`config.mk`:
```
export PLATFORM = sky130hd
export DESIGN_NAME = gmd_ctrl
export DESIGN_NICKNAME = d
export VERILOG_FILES = /design/src/rtl/gmd_pkg.sv /design/src/rtl/gmd_ctrl.sv
export SDC_FILE = /design/constraint.sdc
export NUM_CORES = 1
export LEC_CHECK = 0
export ABC_AREA = 1
export BUFFER_PORTS_ARGS = -buffer_cell sky130_fd_sc_hd__buf_2
export CAP_MARGIN = 20
export CORE_AREA = 10 10 47 49
export DETAILED_ROUTE_END_ITERATION = 10
export DIE_AREA = 0 0 57 59
export GPL_TIMING_DRIVEN = 0
export PLACE_DENSITY = 0.57
export SLEW_MARGIN = 20
export SYNTH_ARGS = -nofsm -noshare
export SYNTH_HDL_FRONTEND = slang
export SYNTH_SLANG_ARGS = --single-unit
```
`constraint.sdc`:
```
create_clock -name clk -period 3 [get_ports clk]
set_input_delay 0.6 -clock clk [delete_from_list [all_inputs] [get_ports clk]]
set_output_delay 0.6 -clock clk [all_outputs]
set_load 0.01 [all_outputs]
```
`src/rtl/gmd_pkg.sv`:
```
// Shared constants, types and helper functions for the grid maze carver.
package gmd_pkg;

  localparam int MAX_SIDE    = 64;
  localparam int COORD_W     = $clog2(MAX_SIDE);
  localparam int SIDE_W      = COORD_W + 1;
  localparam int CELL_W      = 2 * COORD_W;
  localparam int STACK_DEPTH = 4096;
  localparam int STK_AW      = $clog2(STACK_DEPTH);
  localparam int CNT_W       = STK_AW + 1;

  localparam logic [SIDE_W-1:0]  GRID_W_RST  = SIDE_W'(16);
  localparam logic [SIDE_W-1:0]  GRID_H_RST  = SIDE_W'(16);
  localparam logic [COORD_W-1:0] START_X_RST = '0;
  localparam logic [COORD_W-1:0] START_Y_RST = '0;

  // register indexes on the APB port (byte address = 4 * index)
  localparam logic [1:0] REG_GRID_W  = 2'd0;
  localparam logic [1:0] REG_GRID_H  = 2'd1;
  localparam logic [1:0] REG_START_X = 2'd2;
  localparam logic [1:0] REG_START_Y = 2'd3;

  // wall / neighbor directions, also bit positions in candidate masks
  localparam logic [1:0] DIR_N = 2'd0;
  localparam logic [1:0] DIR_E = 2'd1;
  localparam logic [1:0] DIR_S = 2'd2;
  localparam logic [1:0] DIR_W = 2'd3;

  localparam logic KIND_STEP    = 1'b0;
  localparam logic KIND_RESTART = 1'b1;

  typedef struct packed {
    logic [SIDE_W-1:0]  grid_width;
    logic [SIDE_W-1:0]  grid_height;
    logic [COORD_W-1:0] start_x;
    logic [COORD_W-1:0] start_y;
  } cfg_t;

  typedef struct packed {
    logic restart;    // restart item accepted
    logic hold;       // step item accepted with empty stack
    logic rd_cur;     // step item accepted, fetch current row
    logic cap_cur;    // capture current row, fetch north row
    logic cap_north;  // capture north bit, fetch south row
    logic decide;     // use south bit, choose, push or start pop
    logic pop_load;   // load popped cell
    logic out_load;   // move result into output register
  } cmd_t;

  typedef struct packed {
    logic stack_empty;
    logic no_cand;
  } stat_t;

  function automatic logic [2:0] count4(input logic [3:0] m);
    count4 = 3'(m[0]) + 3'(m[1]) + 3'(m[2]) + 3'(m[3]);
  endfunction

  // pick mod n for n in 1..4; base-4 digit sum works since 4 == 1 mod 3
  function automatic logic [1:0] pick_mod(input logic [7:0] p, input logic [2:0] n);
    logic [3:0] s;
    logic [2:0] t;
    s = 4'(p[1:0]) + 4'(p[3:2]) + 4'(p[5:4]) + 4'(p[7:6]);
    t = 3'(s[3:2]) + 3'(s[1:0]);
    if (t >= 3'd3) t = t - 3'd3;
    if (t >= 3'd3) t = t - 3'd3;
    unique case (n)
      3'd2:    pick_mod = {1'b0, p[0]};
      3'd3:    pick_mod = t[1:0];
      3'd4:    pick_mod = p[1:0];
      default: pick_mod = 2'd0;
    endcase
  endfunction

  // position of the k-th set bit of m, counted from bit 0
  function automatic logic [1:0] kth_dir(input logic [3:0] m, input logic [1:0] k);
    logic [2:0] seen;
    kth_dir = DIR_N;
    seen    = '0;
    for (int d = 0; d < 4; d++) begin
      if (m[d]) begin
        if (seen == 3'(k)) kth_dir = 2'(d);
        seen = seen + 3'd1;
      end
    end
  endfunction

endpackage

```
`src/rtl/gmd_ctrl.sv`:
```
// Step sequencer: walks each item through row fetches, decision and result handoff.
module gmd_ctrl (
  input  logic           clk,
  input  logic           rst_n,
  input  logic           in_valid,
  input  logic           in_kind,
  output logic           in_stall,
  input  logic           out_stall,
  output logic           out_valid,
  input  gmd_pkg::stat_t stat,
  output gmd_pkg::cmd_t  cmd
);
  import gmd_pkg::*;

  typedef enum logic [5:0] {
    S_IDLE = 6'b000001,
    S_LDC  = 6'b000010,
    S_GTN  = 6'b000100,
    S_GTS  = 6'b001000,
    S_POP  = 6'b010000,
    S_OUT  = 6'b100000
  } state_t;

  state_t state_r, state_nxt;
  logic   out_valid_r, out_valid_nxt;

  always_comb begin
    state_nxt = state_r;
    cmd       = '0;
    unique case (state_r)
      S_IDLE: begin
        if (in_valid) begin
          if (in_kind == KIND_RESTART) begin
            cmd.restart = 1'b1;
            state_nxt   = S_OUT;
          end else if (stat.stack_empty) begin
            cmd.hold  = 1'b1;
            state_nxt = S_OUT;
          end else begin
            cmd.rd_cur = 1'b1;
            state_nxt  = S_LDC;
          end
        end
      end
      S_LDC: begin
        cmd.cap_cur = 1'b1;
        state_nxt   = S_GTN;
      end
      S_GTN: begin
        cmd.cap_north = 1'b1;
        state_nxt     = S_GTS;
      end
      S_GTS: begin
        cmd.decide = 1'b1;
        state_nxt  = stat.no_cand ? S_POP : S_OUT;
      end
      S_POP: begin
        cmd.pop_load = 1'b1;
        state_nxt    = S_OUT;
      end
      S_OUT: begin
        if (!out_valid_r || !out_stall) begin
          cmd.out_load = 1'b1;
          state_nxt    = S_IDLE;
        end
      end
      default: state_nxt = S_IDLE;
    endcase
  end

  assign out_valid_nxt = cmd.out_load | (out_valid_r & out_stall);

  always_ff @(posedge clk) begin
    if (!rst_n) begin
      state_r     <= S_IDLE;
      out_valid_r <= 1'b0;
    end else begin
      state_r     <= state_nxt;
      out_valid_r <= out_valid_nxt;
    end
  end

  assign in_stall  = (state_r != S_IDLE);
  assign out_valid = out_valid_r;

endmodule

```
; Word-level counts from Yosys, hierarchy flattened
; Cells that the tools add are included.
[word_totals]
reg_bits = 7
in_bits = 7
wordCells = 35
[op_classes]
eq_ne = 9
n_mux = 18
bitwise = 2
reduce_logical = 4
[ops]
columns = cell, count
row1 = $pmux W6 S6, 1
row2 = $mux W6, 5
row3 = $mux W1, 9
row4 = $eq A6 B1 Y1 const B, 1
row5 = $eq A6 B2 Y1 const B, 1
row6 = $eq A6 B3 Y1 const B, 1
row7 = $eq A6 B4 Y1 const B, 1
row8 = $eq A6 B5 Y1 const B, 1
row9 = $eq A6 B6 Y1 const B, 1
row10 = $mux W3, 2
row11 = $ne A6 B1 Y1 const B, 1
row12 = $ne A2 B2 Y1 const B, 2
row13 = $logic_not A1 Y1, 2
row14 = $mux W2, 1
row15 = $reduce_and A2 Y1, 1
row16 = $and A1 B1 Y1, 1
row17 = $logic_or A1 B1 Y1, 1
row18 = $or A1 B1 Y1, 1

; Logic depth before layout (Yosys ltp)
[depth]
ltp_word = 5
mapped_depth = 7
ltp_nobuf = 7

; Least setup slack after synthesis
; OpenSTA, ideal clock, no wires.
[synth_path]
path_type = input port to output port
from = input port in_valid
to = output port cmd[6] (netlist name)
arrival_ps = 1029
required_time_ps = 2400
slack_ps = 1371
cell_stages = 2
path_buffers = 0
cell_sequence = nand4_1 nor3_1
[synth_rtl]
columns = item, line_no
row1 = from (decl), gmd_ctrl.sv:5  ; input logic in_valid,
row2 = to (decl), gmd_ctrl.sv:11  ; output gmd_pkg::cmd_t cmd

==> run summary <==
For this design the ratio of total power to cell area is 470 mW/mm^2. The area of the die came out at 0.00336 mm^2. Buffers inserted to repair hold after CTS numbered 0. The total congestion overflow after global routing is 0. The initial detailed-routing violation count came out at 7. The total power came out at 0.249 mW. Counting cells, the worst reg-to-reg path comes to 6.

The clock tree buffer depth is 2. The total wirelength of the detailed-routed design came out at 991 um. The finished layout cell area is 529 um^2.

The flow ran to the end, and the final reports show no timing, DRC or antenna violations. The footprint of the multi-input gates came out at 203 um^2. The type of element launching the critical path is a flip-flop. The final setup TNS came out at 0 ns. The proportion of power drawn by the clock network came out at 0.350. The final critical-path required period came out at 1.96 ns. The clock tree from TritonCTS is built.

The first-pass detailed-route iteration total is 4. The fill cell total of the finished layout is 154. The largest individual stage delay along the critical path comes from the cell sky130_fd_sc_hd__dfxtp_1. The total standard cell area after synthesis is 403 um^2. The max-capacitance violation count came out at 0. The setup path with the least slack is of type reg -> out. The synthesized-area fraction occupied by ao, oa, aoi and oai cells came out at 0.0342. The cell count after synthesis is 62.

The antenna cell count is 0. The minimum setup slack in the final design is 1.04 ns. The wire length of the first global-routing pass is 1.71 mm. STA classifies the critical path endpoint as a primary output. The commonest cells after synthesis are sky130_fd_sc_hd__inv_1 (16), sky130_fd_sc_hd__nor2_1 (10), sky130_fd_sc_hd__nand3_1 (8), sky130_fd_sc_hd__dfxtp_1 (7), sky130_fd_sc_hd__nand2_1 (6). The layout cell share with drive strength beyond 1 came out at 0.305. The sequential share of the synthesized area came out at 0.348.

Among all flip-flop cells after synthesis, the most frequent one is sky130_fd_sc_hd__dfxtp_1. Pin placement for this block handled 17 I/O pins. Routability-driven placement finished with a final weighted congestion of 0.756.

Traced cell by cell, the critical path runs through nor2_2 > nand4_1 > nor3_1 > buf_2. The worst-case vdd ir drop is 0.000244 V. The fmax is 0.510 GHz. The via count of the first global-routing pass came out at 452.

The arrival time of data at the critical path endpoint came out at 1.36 ns. The register-to-register path setup slack came out at 1.85 ns. The min-delay analysis places its worst path in the category reg -> reg. The end of the worst register-to-register path is state_r[0]. The clock skew came out at 0.00151 ns. The post-layout utilization of the core came out at 0.378. In this run the worst setup path terminates at cmd[6]. The share of power burned in combinational logic is 0.240. The simple-gate share of the synthesized area came out at 0.469. The required arrival time at the worst endpoint came out at 2.40 ns. The max-slew violation count is 0. The number of design rule violations left after detail routing came out at 0.

In this run, synthesis inferred 0 flip-flops with an integrated enable. Of the total power, the share spent switching nets is 0.311. In this run the critical register-to-register path is launched from state_r[4]. The pin count of the biggest net entering global routing is 9. The largest fanout on the critical path came out at 8. The switching power is 0.0774 mW. In this run the horizontal extent of the chip is 57 um. The transition time of the tightest slew-check pin is 0.293 ns. The critical path starts at state_r[4].

The effective utilization at floorplan is 0.287. In this run the mean area of a mapped cell was 6.50 um^2. The detailed-placement wirelength estimate is 835 um.

The share of synthesized area in the top cell type comes to 0.348. The clock transition at the registers of the reported paths came out at 0.05 ns. In the final design database the tool counted 90 nets. The proportion of synthesized flip-flops having asynchronous set or reset is 0. The area overhead of the layout relative to synthesis is 31.4%. The height of the chip is 59 um.

The xor/xnor cell area share of the yosys netlist is 0. The biggest area contributor in the post-synthesis netlist is sky130_fd_sc_hd__dfxtp_1. The filler-free cell count of the finished design came out at 98. The arithmetic-cell share of the synthesized area counting full adders, half adders and majority gates is 0.

Setup repair after global routing left no endpoint under its margin. The leakage power of the design is 0.331 nW. For this run, the slowest stage of the critical path takes 0.33 ns. Including well taps, the total number of placed cells is 94.

After detailed routing, the average wire length per cell comes to 10.1 um. The final-report hold violation count came out at 0. The later pin in the worst-skew pair is clocked with a latency of 0.25 ns. The net count after synthesis came out at 69.

The instance area after placement came out at 503 um^2. Of the available clock period, the critical path in the final layout requires 0.654. The number of cell rows is 14. sky130_fd_sc_hd__inv_1 is the most common cell in the netlist. The detailed-route vias per instance is 4.54. The number of buffers created by CTS came out at 3. The share of cell area taken by muxes after synthesis is 0. The area of the core came out at 0.00140 mm^2. The post-cts repair resize count is 0.

Once detail routing completed, the nets flagged for antenna violations numbered 0. The pre-CTS setup slack came out at 1.24 ns. The number of library cell types mapped by synthesis came out at 12. By area the synthesized netlist is led by sky130_fd_sc_hd__dfxtp_1 (35%), sky130_fd_sc_hd__inv_1 (15%), sky130_fd_sc_hd__nand3_1 (9.9%). The CTS sink count is 7.

The worst hold slack is 0.481 ns. The total global routing track utilization came out at 0.0619. After synthesis, the largest family of logic cells by area is simple AND/OR/NAND/NOR gates. CTS built an H-tree with a depth of 1.

The initial antenna violation count is 0. The root buffer cell chosen for the clock tree is sky130_fd_sc_hd__clkbuf_4. The number of warnings printed during yosys synthesis is 0.

Summing all flip-flop and latch instances after layout gives 140 um^2. The sequential fraction of design power is 0.410. In this run the tightest slew margin relative to its limit is 0.805. The total number of vias came out at 445. The internal cell power came out at 0.172 mW.

The count of endpoints failing setup in the final report is 0. Counting flops and latches in the post-synthesis netlist gives 7. The port buffer count is 16.

The count of buffers added by post-CTS timing repair for setup came out at 0.
kinds of logic after synthesis:
kind of cell,Yosys count
flip-flops,7
AO/OA/AOI/OAI,2
AND/OR/NAND/NOR,37
buffers and inverters,16
layer usage:
metal  vias up  GRT usage  share of wire
met3         4    0.00858          0.031
met5         -          0              0
met2        15      0.102           0.45
li1        234          -              -
met1       192     0.0655           0.48
met4         0     0.0604          0.039
cell type report:
type,count,area share
inverters,16,0.113
well taps,16,0.0378
repair buffers,16,0.151
multi-input cells,39,0.383
clock buffers,4,0.0496
flip-flops and latches,7,0.265
cell usage in the layout (no fill, tap or decap):
cell type / Yosys / routed
sky130_fd_sc_hd__dfxtp_1: 7 / 7
sky130_fd_sc_hd__nand3_1: 8 / 8
sky130_fd_sc_hd__a21oi_2: 1 / 1
sky130_fd_sc_hd__nor2_1: 10 / 10
sky130_fd_sc_hd__clkbuf_4: 0 / 3
sky130_fd_sc_hd__buf_2: 0 / 16
sky130_fd_sc_hd__nor2_4: 1 / 1
sky130_fd_sc_hd__nand2_1: 6 / 6
sky130_fd_sc_hd__nand4_1: 5 / 5
sky130_fd_sc_hd__nand4_2: 1 / 1
sky130_fd_sc_hd__nor2_2: 3 / 3
sky130_fd_sc_hd__clkbuf_1: 0 / 1
sky130_fd_sc_hd__a21oi_1: 1 / 1
sky130_fd_sc_hd__inv_1: 16 / 16
sky130_fd_sc_hd__nor3_1: 3 / 3
worst max-delay path: cells and delay by family, from the launching register on:
kind,cells,cell delay [ns]
and+or+nand+nor,3,0.62
DFF,1,0.33
buffers and inverters,1,0.16
flip-flops by register name (all words and copies together), names as in the netlist:
signal,cells
out_valid,1
state_r,6
power by group through the flow:
stage / sequential [mW] / clock (mW) / combinational, mW
floorplan: 0.104 / 0 / 0.0419
global placement: 0.104 / 0 / 0.0601
detailed placement: 0.104 / 0 / 0.0601
CTS: 0.102 / 0.0890 / 0.0604
global route: 0.103 / 0.0948 / 0.0684
finish: 0.102 / 0.0871 / 0.0598
how the worst min path moves through the flow:
stage	end	cells past startpoint	start	slack [ns]
final	out_valid	2	out_valid	0.48
after global routing	out_valid	2	out_valid	0.51
after CTS	out_valid	2	out_valid	0.49
after detailed placement	out_valid	2	out_valid	0.48
after global placement	out_valid	2	out_valid	0.47
after floorplan	out_valid	2	out_valid	0.50
No activity file was read; power rests on OpenSTA's default activity.
